--- src/design/tile_row_line_composer_macros.svh ---
// assertion macros for the tile row line composer
// no dependencies; included by the files that carry checks
`ifndef TILE_ROW_LINE_COMPOSER_MACROS_SVH
`define TILE_ROW_LINE_COMPOSER_MACROS_SVH

`ifndef SYNTHESIS
// same-cycle implication, held off during reset
`define TRLC_ASSERT_IMPLIES(label, clk, rst, cond, expr) \
  label: assert property (@(posedge clk) disable iff (rst) (cond) |-> (expr)) \
    else $error("trlc: same-cycle check failed");
// next-cycle implication, held off during reset
`define TRLC_ASSERT_NEXT(label, clk, rst, cond, expr) \
  label: assert property (@(posedge clk) disable iff (rst) (cond) |=> (expr)) \
    else $error("trlc: next-cycle check failed");
`else
`define TRLC_ASSERT_IMPLIES(label, clk, rst, cond, expr)
`define TRLC_ASSERT_NEXT(label, clk, rst, cond, expr)
`endif

`endif

--- src/design/trlc_pkg.sv ---
// shared types and constants of the tile row line composer
// no dependencies; imported by every module of the block
package trlc_pkg;

  localparam int TILE_PIXELS      = 8;
  localparam int PIXEL_INDEX_BITS = 2;
  localparam int ROW_W            = 16;
  localparam int POS_W            = 9;
  localparam int COLOR_W          = 8;
  localparam int FS_W             = 3;
  localparam int LT_W             = 7;
  localparam int PX_W             = 4;   // holds a pixel count 0..8
  localparam int CNT_EXT_W        = 8;   // holds a tile total up to 128
  localparam int CFG_IDX_W        = 1;
  localparam int CFG_DATA_W       = 7;

  // register indexes
  localparam logic [CFG_IDX_W-1:0] REG_FINE_SCROLL = 1'd0;
  localparam logic [CFG_IDX_W-1:0] REG_LINE_TILES  = 1'd1;

  localparam logic [LT_W-1:0] LINE_TILES_RESET = 7'd32;

  // pixel index codes
  localparam logic [PIXEL_INDEX_BITS-1:0] IDX_CLEAR = 2'd0;
  localparam logic [PIXEL_INDEX_BITS-1:0] IDX_ONE   = 2'd1;
  localparam logic [PIXEL_INDEX_BITS-1:0] IDX_TWO   = 2'd2;

  typedef struct packed {
    logic               tile_present;
    logic [ROW_W-1:0]   pixel_row;
    logic [COLOR_W-1:0] color_one;
    logic [COLOR_W-1:0] color_two;
    logic [COLOR_W-1:0] color_three;
  } tile_t;

  typedef struct packed {
    logic [POS_W-1:0]   pixel_position;
    logic [COLOR_W-1:0] pixel_color;
    logic               write_enable;
    logic               last_of_tile;
    logic               last_of_line;
  } pixel_t;

  // per-tile span handed from the line tracker to the cells
  typedef struct packed {
    logic [FS_W-1:0]  first_px;
    logic [PX_W-1:0]  count;
    logic [POS_W-1:0] pos_base;
    logic             line_end;
  } desc_t;

endpackage

--- src/design/trlc_tile_ctl.sv ---
// line tracker: tile count and line position, per-tile span decode
// depends on trlc_pkg
module trlc_tile_ctl #(
  parameter int MAX_TILES = 64
) (
  input  logic                         clk,
  input  logic                         rst,
  input  logic                         advance,
  input  logic [trlc_pkg::FS_W-1:0]    fine_scroll,
  input  logic [trlc_pkg::LT_W-1:0]    line_tiles,
  output trlc_pkg::desc_t              desc
);
  import trlc_pkg::*;

  localparam int CW = $clog2(MAX_TILES + 2);
  localparam logic [CNT_EXT_W-1:0] MAX_EXT = CNT_EXT_W'(MAX_TILES);

  logic [CW-1:0]        tile_count;
  logic [CW-1:0]        tile_count_next;
  logic [POS_W-1:0]     line_position;
  logic [POS_W-1:0]     line_position_next;

  logic [CNT_EXT_W-1:0] lt_ext;
  logic [CNT_EXT_W-1:0] eff;
  logic [CNT_EXT_W-1:0] total;
  logic [CNT_EXT_W-1:0] tc_ext;
  logic [CNT_EXT_W-1:0] cur;

  // clamp line length and find where this tile sits in the line
  always_comb begin
    lt_ext = CNT_EXT_W'(line_tiles);
    if (lt_ext == '0) begin
      eff = CNT_EXT_W'(1);
    end else if (lt_ext > MAX_EXT) begin
      eff = MAX_EXT;
    end else begin
      eff = lt_ext;
    end
    total  = eff + CNT_EXT_W'(fine_scroll != '0);
    tc_ext = CNT_EXT_W'(tile_count);
    cur    = (tc_ext >= total) ? '0 : tc_ext;
  end

  // span of pixels the tile covers
  always_comb begin
    desc.line_end = (cur + CNT_EXT_W'(1)) == total;
    if (cur == '0) begin
      desc.pos_base = '0;
      desc.first_px = fine_scroll;
      desc.count    = PX_W'(TILE_PIXELS) - PX_W'(fine_scroll);
    end else if (cur < eff) begin
      desc.pos_base = line_position;
      desc.first_px = '0;
      desc.count    = PX_W'(TILE_PIXELS);
    end else begin
      desc.pos_base = line_position;
      desc.first_px = '0;
      desc.count    = PX_W'(fine_scroll);
    end
  end

  // state after this tile
  always_comb begin
    if (desc.line_end) begin
      tile_count_next    = '0;
      line_position_next = '0;
    end else begin
      tile_count_next    = CW'(cur + CNT_EXT_W'(1));
      line_position_next = desc.pos_base + POS_W'(desc.count);
    end
  end

  always_ff @(posedge clk) begin
    if (rst) begin
      tile_count    <= '0;
      line_position <= '0;
    end else if (advance) begin
      tile_count    <= tile_count_next;
      line_position <= line_position_next;
    end
  end

endmodule

--- src/design/trlc_cell.sv ---
// one pixel slot of the output chain: loads its pixel of a tile, shifts toward the head
// depends on trlc_pkg
module trlc_cell #(
  parameter int SLOT = 0
) (
  input  logic             clk,
  input  logic             rst,
  input  logic             load,
  input  logic             shift,
  input  trlc_pkg::tile_t  tile,
  input  trlc_pkg::desc_t  desc,
  input  logic             neighbor_valid,
  input  trlc_pkg::pixel_t neighbor,
  output logic             valid,
  output trlc_pkg::pixel_t pixel
);
  import trlc_pkg::*;

  localparam int SH_W = 8;

  logic [PX_W-1:0]             p;
  logic [SH_W-1:0]             shamt;
  logic [ROW_W-1:0]            row_shifted;
  logic [PIXEL_INDEX_BITS-1:0] idx;
  logic                        load_valid;
  pixel_t                      lpix;

  // pick this slot's index out of the row
  always_comb begin
    p           = PX_W'(desc.first_px) + PX_W'(SLOT);
    shamt       = SH_W'(p) * SH_W'(PIXEL_INDEX_BITS);
    row_shifted = tile.pixel_row >> shamt;
    idx         = row_shifted[PIXEL_INDEX_BITS-1:0];
    load_valid  = PX_W'(SLOT) < desc.count;
  end

  // palette lookup and tile/line marks
  always_comb begin
    lpix.pixel_position = desc.pos_base + POS_W'(SLOT);
    lpix.last_of_tile   = PX_W'(SLOT + 1) == desc.count;
    lpix.last_of_line   = lpix.last_of_tile && desc.line_end;
    if (!tile.tile_present || idx == IDX_CLEAR) begin
      lpix.write_enable = 1'b0;
      lpix.pixel_color  = '0;
    end else if (idx == IDX_ONE) begin
      lpix.write_enable = 1'b1;
      lpix.pixel_color  = tile.color_one;
    end else if (idx == IDX_TWO) begin
      lpix.write_enable = 1'b1;
      lpix.pixel_color  = tile.color_two;
    end else begin
      lpix.write_enable = 1'b1;
      lpix.pixel_color  = tile.color_three;
    end
  end

  always_ff @(posedge clk) begin
    if (rst) begin
      valid <= 1'b0;
    end else if (load) begin
      valid <= load_valid;
    end else if (shift) begin
      valid <= neighbor_valid;
    end
  end

  always_ff @(posedge clk) begin
    if (load) begin
      pixel <= lpix;
    end else if (shift) begin
      pixel <= neighbor;
    end
  end

endmodule

--- src/design/tile_row_line_composer.sv ---
// Tile row line composer: turns a stream of 8-pixel tile rows into one line-buffer write
// beat per covered pixel position, with horizontal fine scroll (first tile of a line drops
// fine_scroll pixels, an extra closing tile gives fine_scroll pixels). A tile is held in a
// one-entry input register, then loaded into a chain of eight pixel cells that shift one
// pixel per cycle to the output head unless the output stalls. A tile gives one beat per
// pixel it covers: 8 for a middle tile, 8 - fine_scroll for the first and fine_scroll
// for the extra tile, with no gap between tiles while the output is not stalled; the
// next tile is accepted while the current one drains. No clearing pass after reset.
// Depends on trlc_pkg, trlc_tile_ctl, trlc_cell and the macro header.
`include "tile_row_line_composer_macros.svh"

module tile_row_line_composer #(
  parameter int MAX_TILES = 64
) (
  input  logic                              clk,
  input  logic                              rst,
  input  logic                              tile_valid,
  output logic                              tile_stall,
  input  trlc_pkg::tile_t                   tile_beat,
  output logic                              pixel_valid,
  input  logic                              pixel_stall,
  output trlc_pkg::pixel_t                  pixel_beat,
  input  logic                              cfg_we,
  input  logic [trlc_pkg::CFG_IDX_W-1:0]    cfg_index,
  input  logic [trlc_pkg::CFG_DATA_W-1:0]   cfg_data
);
  import trlc_pkg::*;

  localparam int CELLS = TILE_PIXELS;

  logic [FS_W-1:0]  fine_scroll;
  logic [LT_W-1:0]  line_tiles;

  logic             buf_valid;
  tile_t            tile_buf;
  desc_t            desc;

  logic [CELLS-1:0] chain_valid;
  pixel_t           chain_pixel [CELLS];
  logic [CELLS-1:0] nb_valid;
  pixel_t           nb_pixel    [CELLS];

  logic             take;
  logic             load;

  // configuration registers
  always_ff @(posedge clk) begin
    if (rst) begin
      fine_scroll <= '0;
      line_tiles  <= LINE_TILES_RESET;
    end else if (cfg_we) begin
      case (cfg_index)
        REG_FINE_SCROLL: fine_scroll <= cfg_data[FS_W-1:0];
        REG_LINE_TILES:  line_tiles  <= cfg_data[LT_W-1:0];
        default: ;
      endcase
    end
  end

  // handshake: chain head is the output, load when the chain drains this cycle
  assign pixel_valid = chain_valid[0];
  assign pixel_beat  = chain_pixel[0];
  assign take        = chain_valid[0] && !pixel_stall;
  assign load        = buf_valid && (!chain_valid[0] || (take && !chain_valid[1]));
  assign tile_stall  = buf_valid && !load;

  // one-entry input register
  always_ff @(posedge clk) begin
    if (rst) begin
      buf_valid <= 1'b0;
    end else if (tile_valid && !tile_stall) begin
      buf_valid <= 1'b1;
    end else if (load) begin
      buf_valid <= 1'b0;
    end
  end

  always_ff @(posedge clk) begin
    if (tile_valid && !tile_stall) begin
      tile_buf <= tile_beat;
    end
  end

  // line position and tile count
  trlc_tile_ctl #(
    .MAX_TILES (MAX_TILES)
  ) u_tile_ctl (
    .clk         (clk),
    .rst         (rst),
    .advance     (load),
    .fine_scroll (fine_scroll),
    .line_tiles  (line_tiles),
    .desc        (desc)
  );

  // pixel cell chain, each cell fed by the one above it
  for (genvar k = 0; k < CELLS; k++) begin : g_cell
    if (k == CELLS - 1) begin : g_tail
      assign nb_valid[k] = 1'b0;
      assign nb_pixel[k] = '0;
    end else begin : g_mid
      assign nb_valid[k] = chain_valid[k+1];
      assign nb_pixel[k] = chain_pixel[k+1];
    end

    trlc_cell #(
      .SLOT (k)
    ) u_cell (
      .clk            (clk),
      .rst            (rst),
      .load           (load),
      .shift          (take),
      .tile           (tile_buf),
      .desc           (desc),
      .neighbor_valid (nb_valid[k]),
      .neighbor       (nb_pixel[k]),
      .valid          (chain_valid[k]),
      .pixel          (chain_pixel[k])
    );
  end

  // checks
  `TRLC_ASSERT_IMPLIES(a_chain_packed, clk, rst, !chain_valid[0], chain_valid == '0)
  `TRLC_ASSERT_IMPLIES(a_load_when_drained, clk, rst, load, !chain_valid[1])
  `TRLC_ASSERT_NEXT(a_load_fills_head, clk, rst, load, chain_valid[0])
  `TRLC_ASSERT_IMPLIES(a_tile_rest_queued, clk, rst, take && !pixel_beat.last_of_tile, chain_valid[1])

endmodule

--- config.mk ---
export PLATFORM = sky130hd
export DESIGN_NAME = tile_row_line_composer
export DESIGN_NICKNAME = d
export VERILOG_FILES = /design/src/design/trlc_pkg.sv /design/src/design/trlc_tile_ctl.sv /design/src/design/trlc_cell.sv /design/src/design/tile_row_line_composer.sv
export VERILOG_INCLUDE_DIRS = /design/src /design/src/design
export SDC_FILE = /design/constraint.sdc
export NUM_CORES = 1
export LEC_CHECK = 0
export ABC_AREA = 0
export BUFFER_PORTS_ARGS = -buffer_cell sky130_fd_sc_hd__buf_2
export CAP_MARGIN = 20
export CORE_UTILIZATION = 25
export DETAILED_ROUTE_END_ITERATION = 8
export PLACE_DENSITY = 0.46
export SLEW_MARGIN = 40
export SYNTH_ARGS = -nofsm -noshare
export SYNTH_HDL_FRONTEND = slang
export SYNTH_HIERARCHICAL = 1
export SYNTH_SLANG_ARGS = --single-unit
--- constraint.sdc ---
create_clock -name clk -period 7.08 [get_ports clk]
set_input_delay 0.708 -clock clk [delete_from_list [all_inputs] [get_ports clk]]
set_output_delay 0.708 -clock clk [all_outputs]
set_load 0.005 [all_outputs]
==> impl_metrics.toml, run 1 <==
[synth]
ys_async_sr_fraction = 0
ys_types = 106
yosysWarnings = 6
yosys.area.top_type = "edfxtp_1"
synth_ff_type = "edfxtp_1"
avgSynthCellArea_um2 = 11.0
synth_seq_cells = 236
synth-edff-count = 201
synth_top_area_share = 0.431
synth_common_cells = "edfxtp_1, nor2_1, nand2_1"
seq_area_frac_synth = 0.481
synth_area_leaders = "edfxtp_1, mux2i_1, dfxtp_1"
yosysMostFrequentCell = "edfxtp_1"
syn_inst = 1271
synth_area_mm2 = 0.0140

[routing]
avgRoutedWirePerCell_um = 16.8
ant_nets = 0
drc = 0
wl_um = 36000
vias = 10100
viasPerCell = 4.72
drt_iter0_drc = 624
dr.pass1.iters = 5

[floorplan]
rows = 86
core_area_mm2 = 0.0552
die_w_um = 239
ios = 76
start_util = 0.254
fp.dieH_um = 239
dieArea_mm2 = 0.0570

[power]
peakVddDrop_v = 0.000130
leakage_nw = 5.83
power_density_mw_per_mm2 = 245

[clock_network]
postCtsHoldBufs = 0
cts.sinks = 236
cts_setup_buffers = 0
clk_pin_slew_ns = 0.06
cts_tree = "yes"
clk_latency_ns = 0.56
cts_max_path_buffers = 3
root_buffer = "clkbuf_16"
htreeDepth = 1
cts_resized = 0
cts_buffers = 30

[worst_setup_path]
crit_path_frequent_cell = "ha_1"
cp.arrival_ns = 6.67
critPathBufInv = 2
crit_family = "simple AND/OR/NAND/NOR gates"
crit_chain = "nor4_1, nand2_1, a21oi_1, ha_1, ha_1, nand3_1, xor2_1, a21oi_1, inv_1, ha_1, o2111ai_2, and2_1, nand2_1, ha_1, o21ai_1, nor2_2, buf_4, mux2_4, a22o_4, nor3_4, a211oi_1, o32ai_1"
cp_max_fo = 12
path_class = "reg -> reg"
cp_slowest_cell = "nor2_2"
slowest_delay_ns = 0.66
cp.required_ns = 7.43
cp-start-kind = "flop"
end_kind = "flop"

[placement]
dp_hpwl_um = 25800
port_buffers = 75
pre_cts_ws_ns = 0.847
dpl.cell_count = 2084
routabilityCongestion = 0.775

[timing]
setup_violations = 0
fin_ws_ns = 0.756
min_period_ns = 6.32
min_period_over_period = 0.893
report.final.slew_viol_count = 0
rsz0062_at_grt = "no"
relSlewSlack = 0.478
hold_violations = 0
fin_skew_ns = 0.0186
fmax_ghz = 0.158
setup_tns_ns = 0
worst_pin_slew_ns = 0.778

[global_route]
track_usage = 0.124
antenna_found_initial = 0
grt_first_pass_wirelength_um = 56500
grt-ovfl-total = 0
grt_max_degree = 138
grt_pass1_vias = 9934

[worst_hold_path]
hold_class = "in -> reg"

[run]
drv_cap = 0

[outcome]
status = "finished, final reports clean"

[cells_and_area]
fill_cells = 5742
drive_above_1_share = 0.193
area_delta_synth_final_pct = 16.0
fin_cells = 2140
antenna_cells = 0
nets = 1452
## path summary, 6_finish.rpt
kind,from,endpoint,slack [ns],cells past startpoint
worst max register to register,line_tiles[4],g_cell[2].u_cell/pixel[4],0.76,22
worst min register to register,u_tile_ctl/line_position[0],u_tile_ctl/line_position[0],0.45,2
worst max-delay path,line_tiles[4],g_cell[2].u_cell/pixel[4],0.76,22
worst min-delay path,tile_beat[33],tile_buf[33],0.32,1
## per-stage QoR
stage                     hold slack (ns)   util  power, mW  cell area [µm²]
after floorplan                     0.417      -       2.31            14100
after global placement              0.429  0.276       2.51            15300
after detailed placement            0.439  0.277       2.53            15300
after CTS                           0.290  0.295       4.05            16300
after global routing                0.294  0.295       4.18            16300
final                               0.322  0.295       3.99            16300
## report_power, final
| part | total [mW] | internal [mW] | switching, mW | leakage (nW) |
|---|---|---|---|---|
| Sequential | 1.76 | 1.68 | 0.0810 | 2.21 |
| Clock | 1.50 | 0.902 | 0.598 | 0.476 |
| Combinational | 0.727 | 0.289 | 0.439 | 3.14 |
| Total | 3.99 | 2.87 | 1.12 | 5.83 |
## sequential cells by signal (all words and copies together), names as in the netlist
| signal | cells |
|---|---|
| buf_valid | 1 |
| fine_scroll | 3 |
| g_cell.u_cell/pixel | 160 |
| g_cell.u_cell/valid | 8 |
| u_tile_ctl/line_position | 9 |
| line_tiles | 7 |
| tile_buf | 41 |
| u_tile_ctl/tile_count | 7 |
## placed cells by master (no fill, tap or decap), types with 9 or more instances in the layout
master     count
xor2_1        23
nor2_1        95
mux2_1        13
xnor2_1       23
o221ai_2       9
a211oi_1      19
buf_2         75
or3_1          9
o221ai_1      32
nor2b_1       27
nand3_1       40
nand2b_1      40
o21ai_1       10
and3_1        11
edfxtp_1     201
clkbuf_16     31
o21ai_0       33
ha_1          29
mux2i_1       72
dfxtp_1       35
o22ai_1       20
buf_4         24
nand2_1       88
inv_1         79
conb_1        21
a21oi_1       52
a31oi_1       13
mux2_2        35
nor3_1        18
## logic make-up after synthesis
kind of cell | Yosys count | share of synthesized area
mux | 132 | 0.107
simple gates | 411 | 0.156
flops | 236 | 0.481
buf+inv | 135 | 0.0479
other cells | 1 | 0.000268
compound gates | 278 | 0.151
xor+xnor | 47 | 0.0299
fa+ha+maj | 31 | 0.0280
## area by class of cell
cell class | instances | area [µm²] | area share
multi-input cells | 920 | 6740 | 0.415
flip-flops and latches | 236 | 6740 | 0.414
well taps | 748 | 936 | 0.0575
clock buffers | 37 | 798 | 0.0491
repair buffers | 101 | 591 | 0.0363
inverters | 79 | 297 | 0.0182
clock inverters | 19 | 164 | 0.0101
## layer usage
| layer | share of wire | GRT usage | vias up |
|---|---|---|---|
| met5 | 0 | 0 | - |
| met4 | 0.019 | 0.0301 | 0 |
| li1 | - | - | 4955 |
| met1 | 0.50 | 0.180 | 4918 |
| met3 | 0.040 | 0.0152 | 46 |
| met2 | 0.44 | 0.195 | 192 |
No activity file was read; power rests on OpenSTA's default activity.
==> run 2, diff against run 1 <==
- CORE_ASPECT_RATIO: not set -> 1.5
- GPL_TIMING_DRIVEN: not set -> 1
==> impl_metrics.toml, run 2 (synthesis results as in run 1) <==
[timing]
fin_ws_ns = 0.803
min_period_ns = 6.28
setup_tns_ns = 0
timing.hold.ws_ns = 0.321
report.final.slew_viol_count = 0
setup_violations = 0
rsz0062_at_grt = "no"
worst_pin_slew_ns = 0.777
min_period_over_period = 0.887
relSlewSlack = 0.482
hold_violations = 0
fmax_ghz = 0.159
fin_skew_ns = 0.0225

[routing]
vias = 10400
avgRoutedWirePerCell_um = 19.9
wl_um = 41400
ant_nets = 0
drt_iter0_drc = 648
dr.pass1.iters = 5
viasPerCell = 5.01
drc = 0

[global_route]
antenna_found_initial = 0
track_usage = 0.143
grt_pass1_vias = 10500
grt-ovfl-total = 0
grt_first_pass_wirelength_um = 62800
grt_max_degree = 74

[floorplan]
rows = 105
fp.dieH_um = 292
start_util = 0.255
die_w_um = 195
ios = 76
core_area_mm2 = 0.0550
dieArea_mm2 = 0.0570

[cells_and_area]
antenna_cells = 0
area_delta_synth_final_pct = 15.1
drive_above_1_share = 0.195
largest_register_ffs = 160
fin_cells = 2082
nets = 1452
final_cell_mix = "edfxtp_1, nor2_1, nand2_1, inv_1, buf_2"
final_common_cell = "edfxtp_1"
largest_registers = "g_cell.u_cell/pixel (160), tile_buf (41), u_tile_ctl/line_position (9)"
largest-register = "g_cell.u_cell/pixel"
fin_area_mm2 = 0.0161

[clock_network]
cts.sinks = 236
root_buffer = "clkbuf_16"
cts_setup_buffers = 0
postCtsHoldBufs = 0
cts_resized = 0
cts_max_path_buffers = 3
htreeDepth = 1
cts_buffers = 28
clk_latency_ns = 0.56
clk_pin_slew_ns = 0.07
cts_tree = "yes"

[worst_setup_path]
end_kind = "flop"
crit_path_frequent_cell = "ha_1"
cp_slowest_cell = "and2_1"
cp.required_ns = 7.52
reg2reg_depth = 28
slowest_delay_ns = 0.41
path_class = "reg -> reg"
cp.arrival_ns = 6.72
cp-start-kind = "flop"
cp_max_fo = 16

[placement]
place_area_mm2 = 0.0152
port_buffers = 75
pre_cts_ws_ns = 0.798
dp_hpwl_um = 29600
dpl.cell_count = 2032
routabilityCongestion = 0.838

[outcome]
status = "finished, final reports clean"

[worst_hold_path]
min_path_cells = 1
hold_class = "in -> reg"

[power]
leakage_nw = 5.80
peakVddDrop_v = 0.000164
power_density_mw_per_mm2 = 245

[run]
drv_cap = 0
run 2: cell count changes in the layout (fill, tap and decap cells not counted), sizes merged:
cell,delta
clkbuf,-5
inv,+2
clkinvlp,+2
buf,+2
bufinv,-1
clkinv,-5
run 2: layer usage:
metal,share of wire,global-route usage,wire length [µm]
met5,0,0,0
met4,0.039,0.0601,1600
met3,0.028,0.0147,1160
met2,0.55,0.278,22700
met1,0.38,0.153,15900
run 2: path summary, 6_finish.rpt:
kind	start	end	slack, ns
setup / recovery	fine_scroll[0]	u_tile_ctl/line_position[8]	0.80
hold / removal	tile_beat[30]	tile_buf[30]	0.32
setup reg to reg	fine_scroll[0]	u_tile_ctl/line_position[8]	0.80
hold reg to reg	u_tile_ctl/line_position[3]	u_tile_ctl/line_position[3]	0.44
run 2: final cells by class:
class | instances | area, µm²
Fill cell | 5673 | 38900
Sequential cell | 236 | 6740
Multi-Input combinational cell | 920 | 6730
Tap cell | 695 | 870
Clock buffer | 32 | 737
Timing Repair Buffer | 103 | 629
Inverter | 79 | 297
Clock inverter | 17 | 141
run 2: worst max-delay path, delay by kind of cell, from the launching register on:
family / cells / cell delay, ns
AOI/OAI and AO/OA: 7 / 1.83
xor gates and xnor gates: 1 / 0.16
adders and majority gates: 8 / 2.19
buffers and inverters: 5 / 0.43
DFF: 1 / 0.33
and+or+nand+nor: 7 / 1.23
run 2: stage by stage:
stage / total power [mW] / utilization
after global placement: 2.55 / 0.276
final: 3.95 / 0.293
after global routing: 4.13 / 0.293
after CTS: 4.01 / 0.293
after floorplan: 2.31 / -
after detailed placement: 2.56 / 0.277
run 2: where the power goes:
group / leakage (nW) / internal, mW / switching [mW]
logic: 3.16 / 0.291 / 0.460
registers: 2.21 / 1.68 / 0.0915
clock network: 0.430 / 0.815 / 0.609
total: 5.80 / 2.79 / 1.16
==> run 3, diff against run 2 <==
- CORE_MARGIN: not set -> 2
- SLEW_MARGIN: 40 -> 10
==> impl_metrics.toml, run 3 (synthesis results as in run 1) <==
[cells_and_area]
final_cell_mix = "edfxtp_1, nor2_1, nand2_1, inv_1, buf_2"
final_common_cell = "edfxtp_1"
largest-register = "g_cell.u_cell/pixel"
largest_register_ffs = 160
area_delta_synth_final_pct = 15.6
largest_registers = "g_cell.u_cell/pixel (160), tile_buf (41), u_tile_ctl/line_position (9)"
nets = 1450
fin_cells = 2090
fill_cells = 5694
antenna_cells = 0
drive_above_1_share = 0.192

[timing]
fmax_ghz = 0.155
hold_violations = 0
relSlewSlack = 0.280
worst_pin_slew_ns = 1.08
report.final.slew_viol_count = 0
min_period_ns = 6.47
rsz0062_at_grt = "yes"
fin_skew_ns = 0.0212
setup_violations = 0
fin_ws_ns = 0.608
min_period_over_period = 0.914

[floorplan]
die_w_um = 197
fp.dieH_um = 294
core_area_mm2 = 0.0556
dieArea_mm2 = 0.0580
start_util = 0.252
rows = 106
ios = 76

[worst_setup_path]
cp.arrival_ns = 6.77
end_kind = "flop"
crit_chain = "nor4_1, nand2_1, a21oi_1, ha_1, ha_1, nand3_1, xor2_1, a21oi_1, inv_1, ha_1, o2111ai_2, and2_1, nand2_1, ha_1, o21ai_0, nor2_2, buf_4, and2b_1, a222oi_1, buf_4, nor3_4, a211oi_1, o32ai_1"
crit_path_frequent_cell = "ha_1"
slowest_delay_ns = 0.77
r2r_slack_ns = 0.61
path_class = "reg -> reg"
cp_max_fo = 18
cp.required_ns = 7.37
cp_slowest_cell = "nor2_2"
cp-start-kind = "flop"
reg2reg_depth = 23

[placement]
routabilityCongestion = 0.836
pre_cts_ws_ns = 0.636
dp_hpwl_um = 29100
dpl.cell_count = 2038
port_buffers = 75

[routing]
dr.pass1.iters = 5
vias = 10500
drc = 0
viasPerCell = 5.00
avgRoutedWirePerCell_um = 19.2
drt_iter0_drc = 536
wl_um = 40000
ant_nets = 0

[power]
power_density_mw_per_mm2 = 250
p_int_mw = 2.91
share_comb_of_total_power = 0.183
peakVddDrop_v = 0.000190
swShare = 0.284
clock_power_share = 0.381
switchingPower_mw = 1.15
power.total_mw = 4.06
seqPwrFrac = 0.437
leakage_nw = 5.83

[clock_network]
cts_tree = "yes"
cts.sinks = 236
clk_pin_slew_ns = 0.06
htreeDepth = 1
root_buffer = "clkbuf_16"
cts_max_path_buffers = 3
clk_latency_ns = 0.57
cts_buffers = 28
postCtsHoldBufs = 0

[worst_hold_path]
min_path_cells = 1
hold_class = "in -> reg"

[global_route]
grt_pass1_vias = 10700
grt-ovfl-total = 0
track_usage = 0.137
antenna_found_initial = 0
grt_first_pass_wirelength_um = 62200
grt_max_degree = 91

[run]
drv_cap = 0

[outcome]
status = "finished, final reports clean"
run 3: changes by cell type in the layout (fill, tap and decap cells not counted), moves of 2 or more:
cell        delta
clkbuf_16      +2
clkinvlp_4     -2
clkbuf_1       +2
clkbuf_8       +3
buf_16         -2
clkinv_1       -2
run 3: path summary, 6_finish.rpt:
| path | startpoint | endpoint |
|---|---|---|
| worst max-delay path | line_tiles[4] | g_cell[2].u_cell/pixel[3] |
| worst min-delay path | tile_beat[28] | tile_buf[28] |
| worst max register to register | line_tiles[4] | g_cell[2].u_cell/pixel[3] |
| worst min register to register | u_tile_ctl/line_position[2] | u_tile_ctl/line_position[2] |
run 3: critical path, delay by kind of cell (launching register included):
kind / cells / cell delay (ns)
adders and majority gates: 4 / 0.96
xor gates and xnor gates: 1 / 0.16
buffers and inverters: 3 / 0.69
AOI/OAI and AO/OA: 7 / 1.84
and+or+nand+nor: 8 / 2.17
DFF: 1 / 0.34
run 3: through the flow:
| step | instance area (µm²) | TNS (ns) | utilization | hold WS [ns] |
|---|---|---|---|---|
| CTS | 16200 | 0 | 0.291 | 0.285 |
| finish | 16200 | 0 | 0.291 | 0.316 |
| floorplan | 14100 | 0 | - | 0.417 |
| detailed placement | 15200 | 0 | 0.274 | 0.436 |
| global placement | 15200 | 0 | 0.274 | 0.427 |
| global route | 16200 | -0.00656 | 0.291 | 0.289 |
run 3: timing repair:
| item | 4_1_cts | 5_1_grt |
|---|---|---|
| resized for setup | 0 | 0 |
| setup buffers | 0 | 0 |
| setup endpoints to repair | 0 | 1 |
run 3: area by class of cell:
cell class | instances | area, µm² | share of cell area
Timing Repair Buffer | 101 | 583 | 0.0360
Multi-Input combinational cell | 920 | 6720 | 0.415
Clock buffer | 39 | 836 | 0.0516
Sequential cell | 236 | 6740 | 0.416
Tap cell | 702 | 878 | 0.0542
Inverter | 79 | 297 | 0.0183
Clock inverter | 13 | 151 | 0.00935
run 3: per-layer routing:
layer | share of wire | wire (µm) | vias up | GRT usage
met1 | 0.38 | 15100 | 5194 | 0.147
li1 | - | - | 4952 | -
met3 | 0.030 | 1220 | 80 | 0.0144
met4 | 0.033 | 1310 | 0 | 0.0506
met5 | 0 | 0 | - | 0
met2 | 0.56 | 22400 | 228 | 0.270
run 3: power groups by stage:
stage | clock network (mW) | registers (mW) | logic (mW)
final | 1.54 | 1.77 | 0.741
after global routing | 1.65 | 1.78 | 0.823
after CTS | 1.60 | 1.77 | 0.751
after detailed placement | 0 | 1.80 | 0.749
after global placement | 0 | 1.80 | 0.739
after floorplan | 0 | 1.76 | 0.558
